**src/rtl/rhlt_pkg.sv**
```systemverilog
// Shared constants for the Robin Hood lock table.
`timescale 1ns / 1ps
package rhlt_pkg;
	localparam int KEY_W   = 48;
	localparam int OWNIN_W = 16;
	localparam int SIZE_W  = 9;
	localparam int STAT_W  = 3;
	localparam int CNT_W   = 32;

	localparam logic [1:0] ACT_LOCK   = 2'd0;
	localparam logic [1:0] ACT_UNLOCK = 2'd1;
	localparam logic [1:0] ACT_SEARCH = 2'd2;

	localparam logic [STAT_W-1:0] ST_ACQUIRED = 3'd0;
	localparam logic [STAT_W-1:0] ST_HELD     = 3'd1;
	localparam logic [STAT_W-1:0] ST_CONFLICT = 3'd2;
	localparam logic [STAT_W-1:0] ST_FULL     = 3'd3;
	localparam logic [STAT_W-1:0] ST_RELEASED = 3'd4;
	localparam logic [STAT_W-1:0] ST_NOT_HELD = 3'd5;
	localparam logic [STAT_W-1:0] ST_FOUND    = 3'd6;
	localparam logic [STAT_W-1:0] ST_MISSING  = 3'd7;
endpackage

```
**src/rtl/rhlt_mod.sv**
```systemverilog
// Bit-serial remainder unit: key modulo table size, one dividend bit per cycle.
`timescale 1ns / 1ps
module rhlt_mod import rhlt_pkg::*; #(
	parameter int DW = 9
) (
	input  logic              clk,
	input  logic              arst_n,
	input  logic              start,
	input  logic [KEY_W-1:0]  dividend,
	input  logic [DW-1:0]     divisor,
	output logic              done,
	output logic [DW-1:0]     rem
);
	localparam int CNTW = $clog2(KEY_W + 1);

	logic [KEY_W-1:0] sh_q;
	logic [DW-1:0]    r_q;
	logic [CNTW-1:0]  cnt_q;
	logic             done_q;
	logic [DW:0]      trial;
	logic [DW:0]      diff;

	assign trial = {r_q, sh_q[KEY_W-1]};
	assign diff  = trial - {1'b0, divisor};

	always_ff @(posedge clk or negedge arst_n) begin
		if (!arst_n) begin
			cnt_q  <= '0;
			done_q <= 1'b0;
		end else begin
			done_q <= 1'b0;
			if (start) begin
				cnt_q <= CNTW'(KEY_W);
			end else if (cnt_q != '0) begin
				cnt_q <= cnt_q - 1'b1;
				if (cnt_q == CNTW'(1)) done_q <= 1'b1;
			end
		end
	end

	always_ff @(posedge clk) begin
		if (start) begin
			sh_q <= dividend;
			r_q  <= '0;
		end else if (cnt_q != '0) begin
			sh_q <= sh_q << 1;
			r_q  <= (trial >= {1'b0, divisor}) ? diff[DW-1:0] : trial[DW-1:0];
		end
	end

	assign done = done_q;
	assign rem  = r_q;
endmodule

```
**config.mk**
```make
export PLATFORM = sky130hd
export DESIGN_NAME = rhlt_mod
export DESIGN_NICKNAME = d
export VERILOG_FILES = /design/src/rtl/rhlt_pkg.sv /design/src/rtl/rhlt_mod.sv
export SDC_FILE = /design/constraint.sdc
export NUM_CORES = 1
export LEC_CHECK = 0
export ABC_AREA = 0
export BUFFER_PORTS_ARGS = -buffer_cell sky130_fd_sc_hd__buf_2
export CORE_UTILIZATION = 58
export DETAILED_ROUTE_END_ITERATION = 8
export HOLD_SLACK_MARGIN = 0.1
export PLACE_DENSITY = 0.88
export SLEW_MARGIN = 40
export SYNTH_ARGS = -nofsm -noshare
export SYNTH_HDL_FRONTEND = slang
export SYNTH_SLANG_ARGS = --single-unit
```
**constraint.sdc**
```tcl
create_clock -name clk -period 5.6 [get_ports clk]
set_clock_uncertainty 0.2 [all_clocks]
set_input_delay 1.12 -clock clk [delete_from_list [all_inputs] [get_ports clk]]
set_output_delay 1.12 -clock clk [all_outputs]
set_load 0.03 [all_outputs]
```
* Word level (Yosys, flattened, before mapping) *
Cells that the tools add are included.
W data, S select, Z words.

storage, ports and cells
  register bits after elaboration = 64
  input port bits = 60
  word-level logic and storage cells = 18

cells by class
  add/sub/neg operators = 2
  order comparisons = 1
  eq/ne operators = 1
  multiplexer cells = 8
  reduce and logical (&&, ||, !) cells = 2

operator list
  operator               count
  $mux W48               2
  $mux W6                2
  $ge A10 B9 Y1          1
  $mux W9                1
  $sub A9 B9 Y9          1
  $eq A6 B1 Y1 const B   1
  $reduce_bool A6 Y1     1
  $sub A6 B1 Y6 const B  1
  $mux W1                3
  $reduce_bool A2 Y1     1

* Longest topological paths before layout *
Gate-level depths: netlist of run 1.

  depth in word-level cells = 4
  depth in mapped cells = 9
  depth with buffers taken out = 9

* Least setup slack after synthesis of run 1 *
Ideal clock, no wire load.

  path type = input port to flip-flop
  start point = input port divisor[0]
  end point = register r_q[0] (netlist: rem[0])
  arrival time = 3.046 ns
  data required time = 5.314 ns
  slack = 2.269 ns
  stages = 8
  cells stage by stage = ha_1 inv_1 fa_1 a21o_1 a221o_2 o22ai_4 mux2_2 a211oi_1

between the ends
  word-level cells in the longest chain between the ends = 2
  elaborated cells on any way between the ends = 3

ends and longest elaborated chain
  element                                         line                            source
  from (decl)                                     rhlt_mod.sv:10                  input logic [DW-1:0] divisor,
  $sub A9 B9 Y9 or $ge A10 B9 Y1 (tied branches)  rhlt_mod.sv:24, rhlt_mod.sv:47
  $mux W9 *                                       rhlt_mod.sv:47                  r_q <= (trial >= {1'b0, divisor}) ? diff[DW-1:0] : trial[DW-1:0];
  to (signal assigned)                            rhlt_mod.sv:47
  to (decl)                                       rhlt_mod.sv:17                  logic [DW-1:0] r_q;

Every way passes the cells marked *; elsewhere a longest branch is shown, timed or not.
A chain may end at the register's enable or synchronous reset.

* Final worst setup path of run 1 *
Ends and elaborated chain as after synthesis.

==> key figures, run 1 <==
Global route
  • Pin count of the biggest net entering global routing: 63
  • Gr ovfl total: 0
  • Initial antenna violation count: 0
  • Vias in the first global route: 2,142
  • Global-route wire length before repair: 9590 µm
  • All-Layer GR Usage: 21.5%

STA
  • Clock period minus worst slack: 3.28 ns
  • Unrepaired setup endpoints after global routing: no
  • Max Clock Freq: 0.305 GHz
  • Fin crit share: 58.5%
  • Relative slew slack: 52.0%
  • Final Max Slew Viols: 0
  • Final hold viol count: 0
  • Worst-margin pin slew: 0.720 ns
  • Setup TNS: 0 ns
  • # setup viols final: 0

Pwr
  • Power share of the sequential group: 50.3%
  • Internal power: 891 µW
  • Gate power share: 13.6%
  • Clk pwr share: 36.2%
  • Leak: 1.67 nW
  • PwrDens: 301 mW/mm²
  • Peak VDD IR: 0.242 mV
  • Psw: 270 µW
  • Switch share: 23.3%

Setup path
  • Data required, critical path: 5.64 ns
  • Worst Setup End Kind: flip-flop
  • Worst setup SP type: input port
  • Crit path max fanout: 9
  • CP Cell Sequence: buf_2, ha_1, inv_1, fa_1, a21o_1, a221o_2, o22ai_4, mux2_2, a211oi_1
  • Reg2Reg Depth: 9
  • CP max-delay cell: a221o_2
  • Reg-to-reg endpoint: rem[0]$_SDFFE_PP0P_
  • RR Startpoint: sh_q[47]$_DFFE_PP_
  • CP Data Arrival Time: 3.32 ns
  • Crit Path Category: in2reg
  • FF-to-FF setup slack: 2.78 ns
  • Crit path largest cell delay: 0.42 ns

Logic synthesis
  • Cells after synthesis: 247
  • Synth Area per Inst: 13.1 µm²
  • EDFF count, synth: 48
  • Post-synthesis sequential area ratio: 55.7%
  • Post-Syn Area: 0.00323 mm²
  • Number of distinct library cells after synthesis: 48
  • Synth Net Count: 319
  • Yosys reg bits: 64
  • YS warnings: 0
  • Ys async rst share: 10.9%
  • Top FF cell, synth: edfxtp_1

Clocking
  • Clk sinks: 64
  • Total CTS buffers: 9
  • Later-pin clock latency in the skew report: 0.33 ns
  • Post-cts repair resize count: 0
  • Post-CTS setup buffer count: 0
  • Clock-pin slew on the worst setup and hold paths: 0.07 ns
  • CTS Hold Bufs: 0
  • CTS tree: built
  • CTS H-tree depth: 3
  • Root Driver: clkbuf_8
  • Clock tree buffer depth: 2

Drt
  • Total wire length: 5840 µm
  • DRC: 0
  • DR vias: 2,162
  • Initial DRC count: 129
  • Vias/cell: 5.50
  • DR pass1 iterations: 4
  • Detail Route Antenna Nets: 0
  • WL/cell: 14.9 µm

Layout
  • Fin nets: 391
  • Layout cells sized above 1: 44.6%
  • Commonest cells after routing, fill and taps aside: 69 x buf_2, 48 x mux2_2, 48 x edfxtp_1
  • Non-filler cells, final: 393
  • Synthesis-to-finish area growth: 19.3%
  • Area of the multi-input gates: 0.00135 mm²
  • Most common cell after layout, fill and taps aside: buf_2
  • Fillers: 369
  • Antenna cells: 0
  • FF+latch area: 0.00180 mm²

Die
  • Core box area: 0.00524 mm²
  • Die height: 76.6 µm
  • Die Width: 76.6 µm
  • Die area: 0.00587 mm²
  • Core Rows: 26
  • IO Count: 70
  • Initial Utilization: 61.6%

Worst hold path
  • Hold Path Origin: rem[2]$_SDFFE_PP0P_
  • Hold EP: rem[2]$_SDFFE_PP0P_
  • Worst hold path class: reg2reg
  • Hold Path Cell Cnt: 2

Flow run
  • Max-cap violations: 0

Place
  • Post-DP HPWL: 3990 µm
  • DP Cell Count: 378
  • GP Congestion: 0.961
  • Number of I/O port buffers: 69

Outcome
  • Status: finished, final reports clean
-- critical path, delay by kind of cell --
kind	cells	cell delay [ns]
AO/OA/AOI/OAI	4	1.11
multiplexers	1	0.38
adder cells (fa/ha/maj)	2	0.56
buffers and inverters	2	0.15
-- layout make-up --
class	count	share of cell area (%)
Sequential cell	64	46.7
Timing Repair Buffer	70	9.16
Multi-Input combinational cell	159	35.0
Clock buffer	9	3.22
Tap cell	70	2.27
Clock inverter	6	2.21
Inverter	15	1.46
-- through the flow --
| step | utilization, % | hold WS [ns] | setup WS, ns | power (mW) | instance area (µm²) |
|---|---|---|---|---|---|
| 2_1_floorplan | - | 0.284 | 2.27 | 0.699 | 3230 |
| 3_3_place_gp | 69.4 | 0.290 | 2.10 | 0.742 | 3640 |
| 3_5_place_dp | 69.5 | 0.316 | 1.97 | 0.749 | 3640 |
| 4_1_cts | 73.5 | 0.325 | 2.33 | 1.17 | 3850 |
| 5_1_grt | 73.5 | 0.364 | 2.25 | 1.21 | 3850 |
| 6_report | 73.5 | 0.326 | 2.32 | 1.16 | 3850 |
-- cell families (layout without fill, tap and decap cells) --
logic type	count (synthesis)	in the layout	share of synthesized area [%]
mux	50	50	17.4
xor+xnor	6	6	1.63
flops	64	64	55.7
compound gates	38	38	9.46
fa+ha+maj	12	12	4.88
simple gates	53	53	8.22
buf+inv	24	100	2.79
-- routing by layer --
metal	GRT usage [%]	vias to the layer above	wire length, µm
li1	-	1074	-
met4	11.5	0	106
met3	5.39	10	301
met1	27.6	1022	2670
met2	33.6	56	2760
met5	0	-	0
-- cells in the mapped netlist (all sizes together), types with 2 or more instances --
library cell   n  area [µm²]
a21oi          7        35.0
nand2         14        55.1
a31oi          2        12.5
ha            11         138
dfxtp          9         180
xnor2          5        43.8
inv           15        56.3
nor2          11        41.3
o211ai         2        15.0
nor2b          3        18.8
a41oi          2        17.5
mux2          48         541
nor4           2        12.5
nand3          3        15.0
clkbuf         4        15.0
a311oi         3        38.8
edfxtp        48        1440
mux2i          2        20.0
buf            5        18.8
and3           6        38.8
nor3           6        30.0
dfrtp          7         175
a21o           2        15.0
or2            2        12.5
a211o          2        18.8
and2           3        18.8
a211oi         3        22.5
o21ai          5        25.0
-- state kept, by name (all words and copies together), names as in the netlist --
name and count:
rem 9, cnt_q 6, done 1, sh_q 48
-- power by group through the flow --
stage / Combinational, mW / Sequential [mW] / Clock [mW]
after floorplan: 0.107 / 0.592 / 0
after global placement: 0.151 / 0.591 / 0
after detailed placement: 0.156 / 0.593 / 0
after CTS: 0.158 / 0.584 / 0.427
after global routing: 0.174 / 0.589 / 0.443
final: 0.157 / 0.584 / 0.420
-- how the worst max path moves through the flow --
| stage | startpoint | to | slack (ns) | depth (start not counted) |
|---|---|---|---|---|
| 2_1_floorplan | divisor[0] | rem[0]$_SDFFE_PP0P_ | 2.27 | 8 |
| 3_3_place_gp | divisor[0] | rem[0]$_SDFFE_PP0P_ | 2.10 | 9 |
| 3_5_place_dp | divisor[0] | rem[0]$_SDFFE_PP0P_ | 1.97 | 9 |
| 4_1_cts | divisor[0] | rem[0]$_SDFFE_PP0P_ | 2.33 | 9 |
| 5_1_grt | divisor[0] | rem[0]$_SDFFE_PP0P_ | 2.25 | 9 |
| 6_report | divisor[0] | rem[0]$_SDFFE_PP0P_ | 2.32 | 9 |
Note: power is estimated with default switching activity, not from simulation.
==> run 2: changes to the inputs <==
--- a/config.mk
+++ b/config.mk
@@ -5,12 +5,12 @@
 export SDC_FILE = /design/constraint.sdc
 export NUM_CORES = 1
 export LEC_CHECK = 0
-export ABC_AREA = 0
+export ABC_AREA = 1
 export BUFFER_PORTS_ARGS = -buffer_cell sky130_fd_sc_hd__buf_2
-export CORE_UTILIZATION = 58
+export CORE_UTILIZATION = 55
 export DETAILED_ROUTE_END_ITERATION = 8
 export HOLD_SLACK_MARGIN = 0.1
-export PLACE_DENSITY = 0.88
+export PLACE_DENSITY = 0.84
 export SLEW_MARGIN = 40
 export SYNTH_ARGS = -nofsm -noshare
 export SYNTH_HDL_FRONTEND = slang
==> constraint.sdc (replaced) <==
create_clock -name clk -period 3.1 [get_ports clk]
set_clock_uncertainty 0.2 [all_clocks]
set_input_delay 0.62 -clock clk [delete_from_list [all_inputs] [get_ports clk]]
set_output_delay 0.62 -clock clk [all_outputs]
set_load 0.03 [all_outputs]
==> key figures, run 2 <==
Global route
  • Gr ovfl total: 0 (unchanged)
  • Vias in the first global route: 2,637 (+23%)
  • Pin count of the biggest net entering global routing: 52 (-17%)
  • Initial antenna violation count: 0 (unchanged)
  • All-Layer GR Usage: 22.3% (+0.85 points)
  • Global-route wire length before repair: 10,800 µm (+12%)

Setup path
  • FF-to-FF setup slack: 0.68 ns (-2.10 ns)
  • Worst Setup End Kind: flip-flop
  • Crit Path Category: reg2reg
  • Crit path largest cell delay: 0.45 ns (+0.03 ns)
  • CP Buf/Inv Count: 4 (+2)
  • CP Cell Sequence: inv_1, ha_1, nand3_1, inv_1, nand2_1, inv_1, nand2_2, clkinv_1, nand2_1, nand2_1
  • CP Data Arrival Time: 2.44 ns (-0.88 ns)
  • RR Startpoint: cnt_q[0]$_DFFE_PN0P_
  • Reg2Reg Depth: 10 (+1)
  • Worst setup SP type: flip-flop
  • CP top delay family: simple AND/OR/NAND/NOR gates
  • Data required, critical path: 3.12 ns (-2.52 ns)
  • Crit path max fanout: 27 (+18)
  • Reg-to-reg endpoint: rem[6]$_SDFFE_PP0P_
  • CP max-delay cell: nand2_2

Logic synthesis
  • Most common cell in the netlist: nand2_1
  • Top FF cell, synth: edfxtp_1
  • Top cell type's share of synthesized area: 43.2% (-1.5 points)
  • EDFF count, synth: 48 (unchanged)
  • Ys async rst share: 10.9% (unchanged)
  • Top cells by area, synth: edfxtp_1 43%, nand2_1 24%, dfxtp_1 5.4%
  • Combinational family with the most area after synthesis: simple AND/OR/NAND/NOR gates
  • Area leader, netlist: edfxtp_1
  • Simple-gate share of the synthesized area: 31.9% (+24 points)
  • Post-synthesis mux area share: 0% (-17 points)
  • Synth Area in Compound Gates: 1.35% (-8.1 points)
  • YS warnings: 0 (unchanged)
  • Post-synthesis sequential area ratio: 53.8% (-1.8 points)
  • Cells after synthesis: 407 (+65%)
  • Yosys reg bits: 64 (unchanged)
  • Synth Area in XOR/XNOR: 1.31% (-0.32 points)
  • Post-Syn Area: 0.00334 mm² (+3.4%)
  • Synth Area per Inst: 8.20 µm² (-37%)
  • Number of distinct library cells after synthesis: 28 (-42%)
  • Post-synthesis adder-cell area fraction: 4.72% (-0.16 points)
  • Synth Net Count: 479 (+50%)
  • Synth cell count leaders: 211 x nand2_1, 48 x edfxtp_1, 42 x inv_1

Pwr
  • Power share of the sequential group: 40.9% (-9.4 points)
  • Psw: 1.02 mW (+280%)
  • PwrDens: 713 mW/mm² (+140%)
  • Peak VDD IR: 0.403 mV (+67%)
  • Switch share: 36.3% (+13 points)
  • Leak: 2.13 nW (+28%)
  • Clk pwr share: 23.3% (-13 points)
  • Gate power share: 35.7% (+22 points)
  • Internal power: 1.79 mW (+100%)

Die
  • Die height: 79.9 µm (+4.3%)
  • Die Width: 79.9 µm (+4.3%)
  • Core Rows: 28 (+7.7%)
  • Initial Utilization: 56.7% (-4.9 points)
  • Die area: 0.00638 mm² (+8.8%)
  • Core box area: 0.00589 mm² (+12%)
  • IO Count: 70 (unchanged)

Place
  • DP Cell Count: 544 (+44%)
  • Post-placement setup slack: 0.669 ns (-1.31 ns)
  • Post-DP HPWL: 4590 µm (+15%)
  • Number of I/O port buffers: 69 (unchanged)
  • GP Congestion: 0.831 (-14%)

Layout
  • Non-filler cells, final: 561 (+43%)
  • Antenna cells: 0 (unchanged)
  • Largest Register: sh_q
  • Commonest cells after routing, fill and taps aside: 211 x nand2_1, 69 x buf_2, 48 x edfxtp_1
  • Fin nets: 553 (+41%)
  • Most common cell after layout, fill and taps aside: nand2_1
  • Layout cells sized above 1: 19.5% (-25 points)
  • Fillers: 487 (+32%)
  • Synthesis-to-finish area growth: 18.4%
  • Largest register FFs: 48 (unchanged)

STA
  • Worst-margin pin slew: 0.587 ns (-0.133 ns)
  • Clock period minus worst slack: 2.42 ns
  • Unrepaired setup endpoints after global routing: no
  • Fin crit share: 78.0%
  • Setup TNS: 0 ns (unchanged)
  • Max Clock Freq: 0.413 GHz
  • Final hold viol count: 0 (unchanged)
  • Worst Setup Slack, final: 0.681 ns (-1.64 ns)
  • # setup viols final: 0 (unchanged)
  • Relative slew slack: 60.7% (+8.7 points)
  • Final Max Slew Viols: 0 (unchanged)
  • Hold_ws: 0.310 ns (-0.0157 ns)

Drt
  • Detail Route Antenna Nets: 0 (unchanged)
  • Vias/cell: 4.94 (-10%)
  • DR pass1 iterations: 5 (+1)
  • Initial DRC count: 116 (-10%)
  • DR vias: 2,771 (+28%)
  • Top layer in use: met4
  • WL/cell: 11.6 µm (-22%)
  • Met2 wire len: 3320 µm (+20%)
  • DRT met1 WL: 2790 µm (+4.5%)
  • DRC: 0 (unchanged)
  • Total wire length: 6510 µm (+12%)
  • Met3 WL: 302 µm (+0.33%)

Outcome
  • Status: finished, final reports clean

Clocking
  • Later-pin clock latency in the skew report: 0.33 ns (about the same)
  • Root Driver: clkbuf_8
  • Clock-pin slew on the worst setup and hold paths: 0.07 ns (about the same)
  • Post-cts repair resize count: 0 (unchanged)
  • Clock tree buffer depth: 2 (unchanged)
  • CTS Hold Bufs: 1 (+1)
  • Clk sinks: 64 (unchanged)
  • CTS H-tree depth: 3 (unchanged)
  • Total CTS buffers: 9 (unchanged)
  • Post-CTS setup buffer count: 0 (unchanged)
  • CTS tree: built

Worst hold path
  • Worst hold path class: reg2reg
  • Hold Path Origin: rem[5]$_SDFFE_PP0P_
  • Hold Path Cell Cnt: 2 (unchanged)
  • Hold EP: rem[5]$_SDFFE_PP0P_

Flow run
  • Max-cap violations: 0 (unchanged)
-- run 2: changes by cell type in the layout (fill, tap and decap cells not counted), moves of 3 or more --
cell,delta
buf_4,+5
a211oi_1,-3
mux2_2,-48
nor2_1,-3
nand2_1,+199
nand4_1,+3
inv_1,+27
and3_1,-5
o21ai_0,-4
nand3_1,+25
-- run 2: worst max path at each step --
stage | start | to | cells past startpoint
2_1_floorplan | start | rem[0]$_SDFFE_PP0P_ | 6
3_3_place_gp | divisor[2] | rem[5]$_SDFFE_PP0P_ | 12
3_5_place_dp | cnt_q[0]$_DFFE_PN0P_ | rem[6]$_SDFFE_PP0P_ | 10
4_1_cts | cnt_q[0]$_DFFE_PN0P_ | rem[6]$_SDFFE_PP0P_ | 10
5_1_grt | cnt_q[0]$_DFFE_PN0P_ | rem[2]$_SDFFE_PP0P_ | 10
6_report | cnt_q[0]$_DFFE_PN0P_ | rem[6]$_SDFFE_PP0P_ | 10
-- run 2: cell type report --
class	instances	area, µm²	area share [%]
clock buffer	13	170	4.31
clock inverter	3	15.0	0.380
tap	75	93.8	2.37
multi-input combinational	286	1310	33.2
sequential	64	1800	45.5
inverter	44	165	4.18
timing repair buffer	76	400	10.1
-- run 2: power by group through the flow --
stage	combinational, mW	clock, mW	sequential [mW]
floorplan	0.694	0	1.25
global placement	0.972	0	1.16
detailed placement	1.00	0	1.17
CTS	1.01	0.670	1.15
global route	1.14	0.704	1.17
finish	1.01	0.657	1.15
-- run 2: routing by layer --
layer  GRT usage, %  vias up
li1               -     1427
met4           10.9        0
met3           4.91        8
met5              0        -
met1           25.1     1265
met2           39.8       71
-- run 2: kinds of logic (layout without fill, tap and decap cells) --
kind of cell,count (synthesis),after routing
DFF,64,64
xor gates and xnor gates,5,5
adders and majority gates,12,12
AOI/OAI and AO/OA,8,8
buffers and inverters,57,136
and+or+nand+nor,261,261
-- run 2: worst register-to-register path, cell delays in order, from the launching register on --
cell and delay (ns):
dfrtp_1 0.37, inv_1 0.09, ha_1 0.23, nand3_1 0.11
inv_1 0.07, nand2_1 0.10, inv_1 0.09, nand2_2 0.45
clkinv_1 0.41, nand2_1 0.15, nand2_1 0.06
-- run 2: through the flow --
stage	instance area, µm²	utilization, %	power [mW]
after detailed placement	3760	63.8	2.17
after global routing	3950	67.2	3.02
after CTS	3950	67.2	2.84
after floorplan	3340	-	1.94
after global placement	3760	63.8	2.13
final	3950	67.2	2.82
==> run 3: changes to the inputs <==
==> constraint.sdc (replaced) <==
create_clock -name clk -period 2.3 [get_ports clk]
set_clock_uncertainty 0.2 [all_clocks]
set_input_delay 0.46 -clock clk [delete_from_list [all_inputs] [get_ports clk]]
set_output_delay 0.46 -clock clk [all_outputs]
set_load 0.03 [all_outputs]
==> key figures, run 3 (synthesis gave the netlist of run 2 again) <==
Outcome
  • Status: finished, final reports clean

Layout
  • Fin nets: 554 (+0.18%)
  • Layout cells sized above 1: 19.1% (-0.45 points)
  • Synthesis-to-finish area growth: 19.3%
  • Most common cell after layout, fill and taps aside: nand2_1
  • Cell area after layout: 0.00398 mm² (+0.73%)
  • Commonest cells after routing, fill and taps aside: 211 x nand2_1, 69 x buf_2, 48 x edfxtp_1
  • Antenna cells: 0 (unchanged)
  • Largest Register: sh_q
  • Largest register FFs: 48 (unchanged)
  • Fillers: 480 (-1.4%)

Setup path
  • FF-to-FF setup slack: 0.20 ns (-0.48 ns)
  • Worst Setup End Kind: flip-flop
  • Crit Path Category: reg2reg
  • Critical path depth: 10 (unchanged)
  • CP Buf/Inv Count: 4 (unchanged)
  • CP max-delay cell: dfrtp_1
  • Data required, critical path: 2.32 ns (-0.80 ns)
  • Reg-to-reg endpoint: rem[5]$_SDFFE_PP0P_
  • Critical path endpoint: rem[5]$_SDFFE_PP0P_
  • Worst setup startpoint: cnt_q[0]$_DFFE_PN0P_
  • CP Cell Sequence: inv_1, ha_1, nand3_1, inv_1, nand2_1, inv_1, nand2_4, clkinv_1, nand2_1, nand2_1
  • CP Data Arrival Time: 2.13 ns (-0.31 ns)
  • CP top delay family: simple AND/OR/NAND/NOR gates
  • Reg2Reg Depth: 10 (unchanged)
  • RR Startpoint: cnt_q[0]$_DFFE_PN0P_
  • Worst setup SP type: flip-flop
  • Crit path largest cell delay: 0.36 ns (-0.09 ns)
  • Crit path max fanout: 17 (-37%)

Die
  • Die height: 79.9 µm (unchanged)
  • IO Count: 70 (unchanged)
  • Core Rows: 28 (unchanged)
  • Die area: 0.00638 mm² (unchanged)
  • Initial Utilization: 56.7% (unchanged)
  • Core box area: 0.00589 mm² (unchanged)
  • Die Width: 79.9 µm (unchanged)

Clocking
  • Clk sinks: 64 (unchanged)
  • Post-CTS setup buffer count: 0 (unchanged)
  • Clock-pin slew on the worst setup and hold paths: 0.06 ns (about the same)
  • Post-cts repair resize count: 0 (unchanged)
  • Total CTS buffers: 9 (unchanged)
  • Root Driver: clkbuf_8
  • Later-pin clock latency in the skew report: 0.34 ns (about the same)
  • Clock tree buffer depth: 2 (unchanged)
  • CTS H-tree depth: 3 (unchanged)
  • CTS tree: built

STA
  • Final hold viol count: 0 (unchanged)
  • Worst Setup Slack, final: 0.197 ns (-0.484 ns)
  • Unrepaired setup endpoints after global routing: no
  • Worst-margin pin slew: 0.483 ns (-0.104 ns)
  • Hold_ws: 0.184 ns (-0.126 ns)
  • Clock period minus worst slack: 2.10 ns (-0.316 ns)
  • Relative slew slack: 67.8% (+7.1 points)
  • Setup TNS: 0 ns (unchanged)
  • Max Clock Freq: 0.476 GHz (+15%)
  • Fin crit share: 91.4% (+13 points)
  • # setup viols final: 0 (unchanged)
  • Final Max Slew Viols: 0 (unchanged)

Drt
  • DRC: 0 (unchanged)
  • DR vias: 2,756 (-0.54%)
  • WL/cell: 11.4 µm (-2.2%)
  • Vias/cell: 4.90 (-0.72%)
  • DR pass1 iterations: 4 (-1)
  • Detail Route Antenna Nets: 0 (unchanged)
  • Initial DRC count: 173 (+49%)
  • Total wire length: 6380 µm (-2.0%)

Global route
  • Pin count of the biggest net entering global routing: 52 (unchanged)
  • Gr ovfl total: 0 (unchanged)
  • Vias in the first global route: 2,433 (-7.7%)
  • All-Layer GR Usage: 21.6% (-0.77 points)
  • Global-route wire length before repair: 10,300 µm (-4.1%)
  • Initial antenna violation count: 0 (unchanged)

Pwr
  • Internal power: 2.39 mW (+33%)
  • Leak: 2.15 nW (+0.62%)
  • Switch share: 36.9% (+0.57 points)
  • Power share of the sequential group: 40.9% (about the same)
  • Gate power share: 37.7% (+2.0 points)
  • PwrDens: 950 mW/mm² (+33%)
  • Clk pwr share: 21.4% (-1.9 points)
  • Peak VDD IR: 0.565 mV (+40%)
  • Psw: 1.40 mW (+36%)

Place
  • Post-placement setup slack: 0.116 ns (-0.552 ns)
  • GP Congestion: 0.864 (+4.0%)
  • Number of I/O port buffers: 69 (unchanged)
  • Post-DP HPWL: 4690 µm (+2.2%)
  • Placed Area: 0.00381 mm² (+1.3%)

Worst hold path
  • Worst hold path class: in2reg

Flow run
  • Max-cap violations: 0 (unchanged)
-- run 3: cell types whose count changed in the layout (fill, tap and decap cells not counted), sizes merged --
| cell | delta |
|---|---|
| clkinv | +1 |
| buf | +1 |
| clkbuf | -2 |
| clkinvlp | +1 |
-- run 3: timing repair --
item,in CTS,in global routing
hold endpoints to repair,7,0
hold buffers,1,0
setup endpoints to repair,0,0
-- run 3: area by class of cell --
class / instances / area, µm² / area share [%]
Timing Repair Buffer: 77 / 445 / 11.2
Multi-Input combinational cell: 286 / 1320 / 33.1
Sequential cell: 64 / 1800 / 45.1
Inverter: 44 / 165 / 4.15
Tap cell: 75 / 93.8 / 2.36
Clock buffer: 11 / 141 / 3.55
Clock inverter: 5 / 22.5 / 0.566
-- run 3: stage by stage --
stage | util (%) | std cells | total power [mW]
5_1_grt | 67.6 | 562 | 4.04
2_1_floorplan | - | 407 | 2.62
4_1_cts | 67.6 | 562 | 3.80
3_5_place_dp | 64.7 | 545 | 2.99
3_3_place_gp | 64.7 | 545 | 2.94
6_report | 67.6 | 562 | 3.78
-- run 3: power by group through the flow --
stage,sequential (mW),clock (mW),combinational [mW]
3_5_place_dp,1.57,0,1.42
3_3_place_gp,1.56,0,1.38
6_report,1.55,0.809,1.42
2_1_floorplan,1.68,0,0.935
4_1_cts,1.55,0.821,1.43
5_1_grt,1.57,0.866,1.60
-- run 3: how the worst min path moves through the flow --
stage / startpoint / to / slack (ns) / cells past startpoint
final: dividend[0] / sh_q[0]$_SDFFCE_PN0P_ / 0.18 / 3
after global routing: dividend[25] / sh_q[25]$_DFFE_PP_ / 0.18 / 3
after CTS: dividend[0] / sh_q[0]$_SDFFCE_PN0P_ / 0.18 / 3
after detailed placement: arst_n / cnt_q[1]$_DFFE_PN0P_ / 0.10 / 1
after global placement: arst_n / done$_DFF_PN0_ / 0.10 / 1
after floorplan: arst_n / cnt_q[0]$_DFFE_PN0P_ / -0.04 / 0
-- run 3: layer usage --
metal  global-route usage [%]  up-vias  share of wire (%)  routed length, µm
met5                        0        -                  0                  0
met4                     11.8        0                1.9                123
met3                     4.11       13                4.9                312
met2                     35.0       78                 48               3060
met1                     27.1     1231                 45               2890
li1                         -     1434                  -                  -
-- run 3: worst register-to-register path, delay by kind of cell (launching register included) --
family        cells  cell delay (ns)
buf+inv           4             0.55
simple gates      5             0.66
flops             1             0.36
fa+ha+maj         1             0.23
